<file path="config.mk">
export PLATFORM = sky130hd
export DESIGN_NAME = sha256_stream_hasher_unit
export DESIGN_NICKNAME = d
export VERILOG_FILES = /design/src/rtl/core/sha256sh_pkg.sv /design/src/rtl/core/sha256sh_ctrl.sv /design/src/rtl/core/sha256sh_dp.sv /design/src/rtl/core/sha256_stream_hasher_unit.sv
export SDC_FILE = /design/constraint.sdc
export NUM_CORES = 2
export LEC_CHECK = 0
export CORE_MARGIN = 3
export CORE_UTILIZATION = 31
export DETAILED_ROUTE_END_ITERATION = 8
export DONT_BUFFER_PORTS = 1
export SLEW_MARGIN = 25
export SYNTH_ARGS = -nofsm -noshare
export SYNTH_HDL_FRONTEND = slang
export SYNTH_HIERARCHICAL = 1
export SYNTH_SLANG_ARGS = --single-unit
</file>
<file path="constraint.sdc">
create_clock -name clock -period 25.3 [get_ports clock]
set_input_delay 1.265 -clock clock [delete_from_list [all_inputs] [get_ports clock]]
set_output_delay 1.265 -clock clock [all_outputs]
set_load 0.01 [all_outputs]
</file>
<file path="src/rtl/core/sha256sh_pkg.sv">
// Shared types and constants for the streaming SHA-256 hasher.
// Used by sha256sh_ctrl, sha256sh_dp and sha256_stream_hasher_unit; no dependencies.
package sha256sh_pkg;

   // Field widths
   localparam int unsigned LenWidth   = 61;
   localparam int unsigned ByteWidth  = 8;
   localparam int unsigned WordWidth  = 32;
   localparam int unsigned IdxWidth   = 3;
   localparam int unsigned CntWidth   = 6;
   localparam int unsigned RspDataWidth = 40;

   // Function codes carried on req_tuser
   localparam logic FUNC_ABSORB = 1'b0;
   localparam logic FUNC_FINISH = 1'b1;

   // Result status codes carried on rsp_tuser
   localparam logic STATUS_OK       = 1'b0;
   localparam logic STATUS_OVERFLOW = 1'b1;

   // Source of the byte shifted into the block buffer
   localparam logic [1:0] SEL_DATA = 2'd0;
   localparam logic [1:0] SEL_MARK = 2'd1;
   localparam logic [1:0] SEL_ZERO = 2'd2;
   localparam logic [1:0] SEL_LEN  = 2'd3;

   localparam logic [7:0] PAD_MARK = 8'h80;
   localparam logic [CntWidth-1:0] LEN_POS = 6'd56;

   localparam logic [31:0] INIT_HASH [8] = '{
      32'h6a09e667, 32'hbb67ae85, 32'h3c6ef372, 32'ha54ff53a,
      32'h510e527f, 32'h9b05688c, 32'h1f83d9ab, 32'h5be0cd19
   };

   localparam logic [31:0] ROUND_K [64] = '{
      32'h428a2f98, 32'h71374491, 32'hb5c0fbcf, 32'he9b5dba5,
      32'h3956c25b, 32'h59f111f1, 32'h923f82a4, 32'hab1c5ed5,
      32'hd807aa98, 32'h12835b01, 32'h243185be, 32'h550c7dc3,
      32'h72be5d74, 32'h80deb1fe, 32'h9bdc06a7, 32'hc19bf174,
      32'he49b69c1, 32'hefbe4786, 32'h0fc19dc6, 32'h240ca1cc,
      32'h2de92c6f, 32'h4a7484aa, 32'h5cb0a9dc, 32'h76f988da,
      32'h983e5152, 32'ha831c66d, 32'hb00327c8, 32'hbf597fc7,
      32'hc6e00bf3, 32'hd5a79147, 32'h06ca6351, 32'h14292967,
      32'h27b70a85, 32'h2e1b2138, 32'h4d2c6dfc, 32'h53380d13,
      32'h650a7354, 32'h766a0abb, 32'h81c2c92e, 32'h92722c85,
      32'ha2bfe8a1, 32'ha81a664b, 32'hc24b8b70, 32'hc76c51a3,
      32'hd192e819, 32'hd6990624, 32'hf40e3585, 32'h106aa070,
      32'h19a4c116, 32'h1e376c08, 32'h2748774c, 32'h34b0bcb5,
      32'h391c0cb3, 32'h4ed8aa4a, 32'h5b9cca4f, 32'h682e6ff3,
      32'h748f82ee, 32'h78a5636f, 32'h84c87814, 32'h8cc70208,
      32'h90befffa, 32'ha4506ceb, 32'hbef9a3f7, 32'hc67178f2
   };

   // Commands from controller to datapath
   typedef struct packed {
      logic                shift_en;   // shift one byte into the block buffer
      logic [1:0]          shift_sel;  // byte source
      logic                count_en;   // count a message byte
      logic                round_en;   // run one compression round
      logic                chain_add;  // fold working vars into the chain
      logic                chain_init; // back to the initial vector
      logic                out_load;   // load the result register
      logic                out_ovf;    // result is an overflow report
      logic                out_last;   // result closes the item
      logic [CntWidth-1:0] idx;        // round, length byte or word index
   } sha256sh_cmd_type;

   // Status from datapath to controller
   typedef struct packed {
      logic fill_last;  // buffer holds 63 bytes
      logic fill_len;   // buffer holds 56 bytes
      logic overflow;   // byte count at or above the limit
      logic out_free;   // result register can take a word
   } sha256sh_stat_type;

endpackage

</file>
<file path="src/rtl/core/sha256sh_ctrl.sv">
// Sequencer for the SHA-256 hasher: absorb, padding, rounds and digest output.
// Depends on sha256sh_pkg; drives sha256sh_dp through the command struct.
module sha256sh_ctrl (
   input  logic                            clock,
   input  logic                            reset,
   input  logic                            req_tvalid,
   output logic                            req_tready,
   input  logic                            req_func,
   input  sha256sh_pkg::sha256sh_stat_type stat,
   output sha256sh_pkg::sha256sh_cmd_type  cmd
);

   localparam logic [2:0] ST_IDLE  = 3'd0;
   localparam logic [2:0] ST_OVF   = 3'd1;
   localparam logic [2:0] ST_MARK  = 3'd2;
   localparam logic [2:0] ST_ZERO  = 3'd3;
   localparam logic [2:0] ST_LEN   = 3'd4;
   localparam logic [2:0] ST_ROUND = 3'd5;
   localparam logic [2:0] ST_ADD   = 3'd6;
   localparam logic [2:0] ST_EMIT  = 3'd7;

   logic [2:0]                        state_ff, state_in;
   logic [sha256sh_pkg::CntWidth-1:0] cnt_ff, cnt_in;
   logic                              fin_ff, fin_in;      // finishing a message
   logic                              lendone_ff, lendone_in; // length bytes shifted

   // Next state and commands
   always_comb begin
      state_in   = state_ff;
      cnt_in     = cnt_ff;
      fin_in     = fin_ff;
      lendone_in = lendone_ff;
      req_tready = 1'b0;
      cmd        = '0;
      cmd.shift_sel = sha256sh_pkg::SEL_DATA;
      cmd.idx    = cnt_ff;
      unique case (state_ff)
         ST_IDLE: begin
            req_tready = 1'b1;
            if (req_tvalid) begin
               if (req_func == sha256sh_pkg::FUNC_FINISH) begin
                  fin_in     = 1'b1;
                  lendone_in = 1'b0;
                  state_in   = ST_MARK;
               end else if (stat.overflow) begin
                  state_in = ST_OVF;
               end else begin
                  cmd.shift_en = 1'b1;
                  cmd.count_en = 1'b1;
                  if (stat.fill_last) begin
                     cnt_in   = '0;
                     state_in = ST_ROUND;
                  end
               end
            end
         end
         ST_OVF: begin
            if (stat.out_free) begin
               cmd.out_load = 1'b1;
               cmd.out_ovf  = 1'b1;
               cmd.out_last = 1'b1;
               state_in     = ST_IDLE;
            end
         end
         ST_MARK: begin
            cmd.shift_en  = 1'b1;
            cmd.shift_sel = sha256sh_pkg::SEL_MARK;
            cnt_in        = '0;
            state_in      = stat.fill_last ? ST_ROUND : ST_ZERO;
         end
         ST_ZERO: begin
            cnt_in = '0;
            if (stat.fill_len) begin
               state_in = ST_LEN;
            end else begin
               cmd.shift_en  = 1'b1;
               cmd.shift_sel = sha256sh_pkg::SEL_ZERO;
               if (stat.fill_last) begin
                  state_in = ST_ROUND;
               end
            end
         end
         ST_LEN: begin
            cmd.shift_en  = 1'b1;
            cmd.shift_sel = sha256sh_pkg::SEL_LEN;
            cnt_in        = cnt_ff + 1'b1;
            if (cnt_ff[2:0] == 3'd7) begin
               lendone_in = 1'b1;
               cnt_in     = '0;
               state_in   = ST_ROUND;
            end
         end
         ST_ROUND: begin
            cmd.round_en = 1'b1;
            cnt_in       = cnt_ff + 1'b1;
            if (cnt_ff == '1) begin
               state_in = ST_ADD;
            end
         end
         ST_ADD: begin
            cmd.chain_add = 1'b1;
            cnt_in        = '0;
            if (!fin_ff) begin
               state_in = ST_IDLE;
            end else if (lendone_ff) begin
               state_in = ST_EMIT;
            end else begin
               state_in = ST_ZERO;
            end
         end
         ST_EMIT: begin
            if (stat.out_free) begin
               cmd.out_load = 1'b1;
               cmd.out_last = (cnt_ff[2:0] == 3'd7);
               cnt_in       = cnt_ff + 1'b1;
               if (cnt_ff[2:0] == 3'd7) begin
                  cmd.chain_init = 1'b1;
                  fin_in         = 1'b0;
                  cnt_in         = '0;
                  state_in       = ST_IDLE;
               end
            end
         end
         default: begin
            state_in = ST_IDLE;
         end
      endcase
   end

   // Control registers
   always_ff @(posedge clock) begin
      if (reset) begin
         state_ff   <= ST_IDLE;
         cnt_ff     <= '0;
         fin_ff     <= 1'b0;
         lendone_ff <= 1'b0;
      end else begin
         state_ff   <= state_in;
         cnt_ff     <= cnt_in;
         fin_ff     <= fin_in;
         lendone_ff <= lendone_in;
      end
   end

endmodule

</file>
<file path="src/rtl/core/sha256sh_dp.sv">
// Datapath of the SHA-256 hasher: block buffer and message schedule window,
// round unit, chaining value, counters, length limit and result register.
// Depends on sha256sh_pkg; controlled by sha256sh_ctrl.
module sha256sh_dp (
   input  logic                                       clock,
   input  logic                                       reset,
   input  sha256sh_pkg::sha256sh_cmd_type             cmd,
   output sha256sh_pkg::sha256sh_stat_type            stat,
   input  logic [sha256sh_pkg::ByteWidth-1:0]         req_byte,
   input  logic                                       csr_we,
   input  logic [sha256sh_pkg::LenWidth-1:0]          csr_wdata,
   output logic                                       rsp_tvalid,
   input  logic                                       rsp_tready,
   output logic [sha256sh_pkg::WordWidth-1:0]         rsp_word,
   output logic [sha256sh_pkg::IdxWidth-1:0]          rsp_index,
   output logic                                       rsp_last,
   output logic                                       rsp_status
);

   function automatic logic [31:0] rotr(input logic [31:0] v, input int unsigned n);
      rotr = (v >> n) | (v << (32 - n));
   endfunction

   logic [sha256sh_pkg::LenWidth-1:0] max_ff, max_in;
   logic [sha256sh_pkg::LenWidth-1:0] bcnt_ff, bcnt_in;
   logic [sha256sh_pkg::CntWidth-1:0] fill_ff, fill_in;
   logic [7:0][31:0]                  chain_ff, chain_in;
   logic [7:0][31:0]                  work_ff, work_in;   // a..h, a at index 0
   logic [511:0]                      block_ff, block_in; // earliest byte at the top
   logic                              out_valid_ff, out_valid_in;
   logic [31:0]                       out_word_ff, out_word_in;
   logic [2:0]                        out_idx_ff, out_idx_in;
   logic                              out_last_ff, out_last_in;
   logic                              out_status_ff, out_status_in;

   logic [63:0] len_bits;
   logic [7:0]  shift_byte;
   logic [31:0] w0, w1, w9, w14, w_new;
   logic [31:0] s0, s1, big0, big1, ch, mj, t1, t2;

   // Status to the controller
   always_comb begin
      stat.fill_last = (fill_ff == '1);
      stat.fill_len  = (fill_ff == sha256sh_pkg::LEN_POS);
      stat.overflow  = (bcnt_ff >= max_ff);
      stat.out_free  = !out_valid_ff || rsp_tready;
   end

   // Byte source for the buffer
   assign len_bits = {bcnt_ff, 3'b000};
   always_comb begin
      unique case (cmd.shift_sel)
         sha256sh_pkg::SEL_DATA: shift_byte = req_byte;
         sha256sh_pkg::SEL_MARK: shift_byte = sha256sh_pkg::PAD_MARK;
         sha256sh_pkg::SEL_ZERO: shift_byte = '0;
         sha256sh_pkg::SEL_LEN:  shift_byte = len_bits[{~cmd.idx[2:0], 3'b000} +: 8];
         default:                shift_byte = '0;
      endcase
   end

   // Message schedule window
   assign w0    = block_ff[511:480];
   assign w1    = block_ff[479:448];
   assign w9    = block_ff[223:192];
   assign w14   = block_ff[63:32];
   assign s0    = rotr(w1, 7) ^ rotr(w1, 18) ^ (w1 >> 3);
   assign s1    = rotr(w14, 17) ^ rotr(w14, 19) ^ (w14 >> 10);
   assign w_new = w0 + s0 + w9 + s1;

   // Round function
   assign big0 = rotr(work_ff[0], 2) ^ rotr(work_ff[0], 13) ^ rotr(work_ff[0], 22);
   assign big1 = rotr(work_ff[4], 6) ^ rotr(work_ff[4], 11) ^ rotr(work_ff[4], 25);
   assign ch   = (work_ff[4] & work_ff[5]) ^ (~work_ff[4] & work_ff[6]);
   assign mj   = (work_ff[0] & work_ff[1]) ^ (work_ff[0] & work_ff[2])
               ^ (work_ff[1] & work_ff[2]);
   assign t1   = work_ff[7] + big1 + ch + sha256sh_pkg::ROUND_K[cmd.idx] + w0;
   assign t2   = big0 + mj;

   // Buffer, working variables and chain
   always_comb begin
      block_in = block_ff;
      work_in  = work_ff;
      chain_in = chain_ff;
      fill_in  = fill_ff;
      bcnt_in  = bcnt_ff;
      max_in   = csr_we ? csr_wdata : max_ff;
      if (cmd.shift_en) begin
         block_in = {block_ff[503:0], shift_byte};
         fill_in  = fill_ff + 1'b1;
         work_in  = chain_ff;
      end
      if (cmd.count_en) begin
         bcnt_in = bcnt_ff + 1'b1;
      end
      if (cmd.round_en) begin
         block_in   = {block_ff[479:0], w_new};
         work_in[7] = work_ff[6];
         work_in[6] = work_ff[5];
         work_in[5] = work_ff[4];
         work_in[4] = work_ff[3] + t1;
         work_in[3] = work_ff[2];
         work_in[2] = work_ff[1];
         work_in[1] = work_ff[0];
         work_in[0] = t1 + t2;
      end
      if (cmd.chain_add) begin
         for (int i = 0; i < 8; i++) begin
            chain_in[i] = chain_ff[i] + work_ff[i];
         end
      end
      if (cmd.chain_init) begin
         for (int i = 0; i < 8; i++) begin
            chain_in[i] = sha256sh_pkg::INIT_HASH[i];
         end
         fill_in = '0;
         bcnt_in = '0;
      end
   end

   // Result register
   always_comb begin
      out_valid_in  = out_valid_ff && !rsp_tready;
      out_word_in   = out_word_ff;
      out_idx_in    = out_idx_ff;
      out_last_in   = out_last_ff;
      out_status_in = out_status_ff;
      if (cmd.out_load) begin
         out_valid_in = 1'b1;
         out_last_in  = cmd.out_last;
         if (cmd.out_ovf) begin
            out_word_in   = '0;
            out_idx_in    = '0;
            out_status_in = sha256sh_pkg::STATUS_OVERFLOW;
         end else begin
            out_word_in   = chain_ff[cmd.idx[2:0]];
            out_idx_in    = cmd.idx[2:0];
            out_status_in = sha256sh_pkg::STATUS_OK;
         end
      end
   end

   // State with reset values
   always_ff @(posedge clock) begin
      if (reset) begin
         max_ff       <= '1;
         bcnt_ff      <= '0;
         fill_ff      <= '0;
         out_valid_ff <= 1'b0;
         for (int i = 0; i < 8; i++) begin
            chain_ff[i] <= sha256sh_pkg::INIT_HASH[i];
         end
      end else begin
         max_ff       <= max_in;
         bcnt_ff      <= bcnt_in;
         fill_ff      <= fill_in;
         out_valid_ff <= out_valid_in;
         chain_ff     <= chain_in;
      end
   end

   // Payload registers
   always_ff @(posedge clock) begin
      block_ff      <= block_in;
      work_ff       <= work_in;
      out_word_ff   <= out_word_in;
      out_idx_ff    <= out_idx_in;
      out_last_ff   <= out_last_in;
      out_status_ff <= out_status_in;
   end

   assign rsp_tvalid = out_valid_ff;
   assign rsp_word   = out_word_ff;
   assign rsp_index  = out_idx_ff;
   assign rsp_last   = out_last_ff;
   assign rsp_status = out_status_ff;

endmodule

</file>
<file path="src/rtl/core/sha256_stream_hasher_unit.sv">
// Streaming SHA-256 hasher. An absorb word shifts one byte into the block buffer; every 64th
// byte starts 64 rounds on the single round unit plus the chain add.
// A finish word pads and compresses one block, or, if the length bytes do not fit, compresses
// a second padded block as well; the eight digest words follow. Overflow gives one status word.
// Synchronous active-high reset restores the initial vector, clears the counts
// and sets the length limit to 2^61-1; there is no clearing pass.
module sha256_stream_hasher_unit (
   input  logic                                      clock,
   input  logic                                      reset,
   input  logic                                      req_tvalid,
   output logic                                      req_tready,
   input  logic [7:0]                                req_tdata,  // data_byte
   input  logic                                      req_tuser,  // func
   output logic                                      rsp_tvalid,
   input  logic                                      rsp_tready,
   output logic [sha256sh_pkg::RspDataWidth-1:0]     rsp_tdata,  // digest_word, word_index, zeros
   output logic                                      rsp_tlast,  // last_word
   output logic                                      rsp_tuser,  // status
   input  logic                                      csr_we,
   input  logic [sha256sh_pkg::LenWidth-1:0]         csr_wdata   // max_message_bytes
);

   sha256sh_pkg::sha256sh_cmd_type  cmd;
   sha256sh_pkg::sha256sh_stat_type stat;
   logic [sha256sh_pkg::WordWidth-1:0] rsp_word;
   logic [sha256sh_pkg::IdxWidth-1:0]  rsp_index;

   sha256sh_ctrl u_ctrl (
      .clock      (clock),
      .reset      (reset),
      .req_tvalid (req_tvalid),
      .req_tready (req_tready),
      .req_func   (req_tuser),
      .stat       (stat),
      .cmd        (cmd)
   );

   sha256sh_dp u_dp (
      .clock      (clock),
      .reset      (reset),
      .cmd        (cmd),
      .stat       (stat),
      .req_byte   (req_tdata),
      .csr_we     (csr_we),
      .csr_wdata  (csr_wdata),
      .rsp_tvalid (rsp_tvalid),
      .rsp_tready (rsp_tready),
      .rsp_word   (rsp_word),
      .rsp_index  (rsp_index),
      .rsp_last   (rsp_tlast),
      .rsp_status (rsp_tuser)
   );

   assign rsp_tdata = {5'b00000, rsp_index, rsp_word};

endmodule
</file>
### Word level (Yosys, flattened, before mapping)

Memory sizes are Yosys's and may differ from the RTL's.
Index checks and enable logic that the tools add are counted.
W data, S select, Z words.

* bits in registers: 1201
* memory bits (read-only): 2048
* output and inout bits: 44
* memories: 1

Memories
* (no name shown): words 64, bits a word 32, rd ports 1, clocked after Yosys merged registers in 0, write ports 0, RTL line sha256sh_dp.sv:76 `assign t1 = work_ff[7] + big1 + ch + sha256sh_pkg::ROUND_K[cmd.idx] + w0;`

* add/sub/neg operators: 21
* $lt $le $gt $ge: 3
* equality and inequality tests: 24
* shift-type cells: 1
* multiplexer cells: 59
* bitwise gates (word level): 29
* reductions and logical operators: 17

Operators by type and width (count)
* $mux W512: 2
* $add A32 B32 Y32: 18
* $mux W256: 2
* $xor A32 B32 Y32: 9
* $and A32 B32 Y32: 5
* $bmux W32 S3: 1
* $mux W32: 3
* $shiftx A64 B7 Y8: 1
* $add A61 B1 Y61 const B: 1
* $ge A61 B61 Y1: 1
* $mux W3: 15
* $mux W6: 6
* $not A32 Y32: 1
* $or A10 B32 Y32: 1
* $or A13 B32 Y32: 1
* $or A14 B32 Y32: 1
* $or A15 B32 Y32: 1
* $or A19 B32 Y32: 1
* $or A21 B32 Y32: 1
* $or A25 B32 Y32: 1
* $or A26 B32 Y32: 1
* $or A30 B32 Y32: 1
* $or A7 B32 Y32: 1
* $pmux W8 S4: 1
* other kinds (34): 78

### Logic depth before layout (Yosys ltp)

* depth in word-level cells: 9
* gate-level depth with buffers: 42

### Cells and area by module

Netlist, hierarchy kept.

Modules (own cells, without submodules)
* sha256sh_dp: times used 1, cells an instance 7367, area each 77830.9 µm²
* sha256sh_ctrl: times used 1, cells an instance 113, area each 879.6 µm²
* sha256_stream_hasher_unit: times used 1, cells an instance 6, area each 41.3 µm²

### Least setup slack after synthesis

No wires, ideal clock.

* kind: reg-to-reg
* start point: register u_dp/max_ff[1] (netlist bit)
* end point: register u_dp.block_ff[0], enable pin
* setup time: 822 ps
* data arrival time: 11725 ps
* setup slack: 12753 ps
* stages on the path, launching flop included: 18
* period minus slack after synthesis: 12547 ps
* path through: dfxtp_1 inv_1 ha_1 nor2b_1 o21a_1 o21a_1 o21a_1 o21a_1 o2111ai_1 o2bb2ai_1 a21oi_1 o21ai_0 a31oi_1 o21ai_0 a21oi_1 and3b_1 or3_1 or2_2

RTL lines
* from (decl): RTL line sha256sh_dp.sv:24 `logic [sha256sh_pkg::LenWidth-1:0] max_ff, max_in;`
* from (signal assigned): RTL line sha256sh_dp.sv:153 `max_ff <= max_in;`
* to (signal assigned): RTL line sha256sh_dp.sv:163 `block_ff <= block_in;`
* to (decl): RTL line sha256sh_dp.sv:29 `logic [511:0] block_ff, block_in;`

==> summary.md <==
| Metric | Value |
|---|---|
| H-tree Lvls | `4` |
| Max-cap viol count | `0` |
| Achievable Freq | `95.4 MHz` |
| Unrepaired setup endpoints after global routing | `no` |
| Worst-Skew Late Latency | `0.83 ns` |
| Die height | `510 um` |
| Leading area contributor after synthesis | `edfxtp_1` |
| Ys flop type | `edfxtp_1` |
| Max-slew headroom | `0.298` |
| Compound-Gate Fraction of Synth Area | `0.128` |
| Adder-Cell Fraction of Synth Area | `0.124` |
| Number of I/O pins | `119` |
| DR vias/cell | `5.32` |
| Top-area cell type share of the netlist area | `0.307` |
| Antenna violations before repair | `10` |
| Largest family of logic cells by synthesized area | `multiplexers` |
| Final antenna-violating net count | `0` |
| Post-Route WL | `248000 um` |
| Max Buffers Root-to-Sink | `3` |
| Status | `complete, no violations` |
| Reg clk slew, reported paths | `0.06 ns` |
| Postcts setup bufs | `0` |
| Cell count after synthesis | `7486` |
| CTS Hold Bufs | `0` |
| Count of endpoints failing setup in the final report | `0` |
| Post-Synth Simple-Gate Area | `0.0950` |
| Top post-synthesis cells by area | `edfxtp_1 31%, dfxtp_1 10%, mux2_2 9.9%` |
| Mux cell area share after synthesis | `0.136` |
| CTS Buf Count | `142` |
| WL/cell | `23.0 um` |
| Via Count | `57.5k` |
| CTS root buf | `clkbuf_16` |
| Slowest Stage Delay on Critical Path | `0.66 ns` |
| Worst Path Max Fanout | `43` |
| Site row count | `184` |
| XOR/XNOR share of the synthesized area | `0.0691` |
| Fill cells | `25.1k` |
| Vias in the first global route | `55.9k` |
| Nets@finish | `8048` |
| CP max stage cell | `ha_1` |
| Largest net degree at the start of global routing | `200` |
| CTS resizes | `0` |
| Post-synth EDFFs | `805` |
| DR iter-0 viols | `5609` |
| Final Cycle Share | `0.414` |
| Crit-path most repeated cell | `a21oi_1` |
| Layout cells sized above 1 | `0.148` |
| CP Class | `register to register` |
| Avg Cell Area, Syn | `10.5 um2` |
| Sequential area share after synthesis | `0.408` |
| Data required, critical path | `25.84 ns` |
| Critical Path Start Type | `register` |
| Synth async-reset ratio | `0` |
| Total GRT Usage | `0.186` |
| Worst Tran Pin Value | `1.05 ns` |
| Congestion Overflow GR | `0` |
| PortBufs | `0` |
| Synth Register Bits | `1201` |
| Chip width | `510 um` |
| Final setup TNS | `0 ns` |
| CTS tree | `built` |
| Pre-antenna DRT Iters | `6` |
| Starting Density | `0.312` |
| Yosys cell types | `96` |
| Hpwl dp | `185000 um` |
| CTS sink cnt | `1201` |
| HP Class | `register to register` |
| Slew Limit Fails | `0` |
| Core area | `0.252 mm2` |
| Full die area | `0.260 mm2` |
| Synthesized area | `0.0788 mm2` |
| Worst Skew | `0.0513 ns` |
| Critical Path End Type | `register` |
| Area Overhead vs Synth | `10.3%` |
| First-pass GRT wire length | `368000 um` |
| GPL Wtd Cong | `0.957` |
| Fin crit period | `10.48 ns` |
| Residual DRC | `0` |
| Ys Warns | `6` |
| Count of final hold-check violations | `0` |
| CP arrival | `11.02 ns` |
## area by class of cell
cell class / instances / area (um2) / area share
Clock inverter: 70 / 783 / 0.00902
Tap cell: 3348 / 4190 / 0.0482
Sequential cell: 1201 / 32100 / 0.370
Antenna cell: 7 / 17.5 / 0.000202
Clock buffer: 192 / 3840 / 0.0442
Timing Repair Buffer: 69 / 647 / 0.00745
Multi-Input combinational cell: 5467 / 43600 / 0.502
Inverter: 445 / 1680 / 0.0193
## through the flow
step | cell area [um2] | utilization | cells | hold slack, ns | setup WS, ns
2_1_floorplan | 78800 | - | 7490 | 0.448 | 12.75
3_3_place_gp | 82100 | 0.326 | 10527 | 0.469 | 15.00
3_5_place_dp | 82200 | 0.326 | 10528 | 0.484 | 15.00
4_1_cts | 86800 | 0.344 | 10790 | 0.424 | 14.93
5_1_grt | 86900 | 0.345 | 10794 | 0.454 | 14.25
6_report | 86900 | 0.345 | 10799 | 0.488 | 14.82
## final timing paths
path               startpoint  slack [ns]  cells after the start          endpoint
max          u_ctrl/cnt_ff[0]       14.82                     33  u_dp/work_ff[31]
min           u_dp/max_ff[24]        0.49                      2   u_dp/max_ff[24]
max reg2reg  u_ctrl/cnt_ff[0]       14.82                     33  u_dp/work_ff[31]
min reg2reg   u_dp/max_ff[24]        0.49                      2   u_dp/max_ff[24]
## sequential cells by signal, summed over array words and instances (netlist names), 6 cells and up
register	count
u_dp/block_ff	512
u_dp/bcnt_ff	61
u_dp/max_ff	61
u_dp/rsp_word	32
u_ctrl/cnt_ff	6
u_dp/fill_ff	6
u_dp/chain_ff	256
u_dp/work_ff	256
## cell usage in the layout (no fill, tap or decap), drive strengths merged, types with 49 or more instances in the layout
master  netlist  layout
clkinv        3      56
o21bai       50      50
o211ai       89      89
o21a         57      57
dfxtp       396     396
nand2b       77      77
mux2i       110     110
xnor2       411     411
o21ai       449     449
fa          195     195
a21o        164     164
buf          63      69
mux4         81      81
mux2        694     694
a31oi        61      61
nand2       593     593
xor2        210     210
edfxtp      805     805
a211oi       49      49
nor2        511     511
inv         442     448
nand3       105     105
nor2b        80      80
ha          452     452
nor3         77      77
a21oi       492     492
clkbuf      314     192
## metal layers
metal / vias to the layer above / global-route usage / routed length, um
li1: 26672 / - / -
met1: 28430 / 0.262 / 111000
met2: 1991 / 0.288 / 111000
met3: 396 / 0.0300 / 17100
met4: 6 / 0.0645 / 8800
met5: - / 0 / 41
## cells in the mapped netlist, types with 80 or more instances
master	instances
xor2_1	210
dfxtp_1	396
ha_1	452
mux2i_1	110
nand2_1	593
a21oi_1	491
fa_1	195
inv_1	441
nand3_1	104
clkbuf_1	314
o21ai_1	125
xnor2_1	411
o21ai_0	323
mux4_2	81
nor2_1	511
a21o_1	164
mux2_2	692
o211ai_1	88
edfxtp_1	805
nor2b_1	80
## worst max-delay path: cells and delay by family, from the launching register on
kind                       cells  cell delay, ns
AOI/OAI and AO/OA             18            4.15
xor gates and xnor gates       3            0.64
adders and majority gates      7            3.36
buffers and inverters          2            0.69
DFF                            1            0.59
and+or+nand+nor                3            0.72
## cells by family after synthesis
kind of cell,after synthesis
compound gates,1626
flops,1201
mux,885
other cells,1
fa+ha+maj,670
buf+inv,822
xor+xnor,621
simple gates,1660
Power is left out: the tool's default activity adds up to more than one toggle a clock period on the data nets, which glitch-free logic cannot reach.
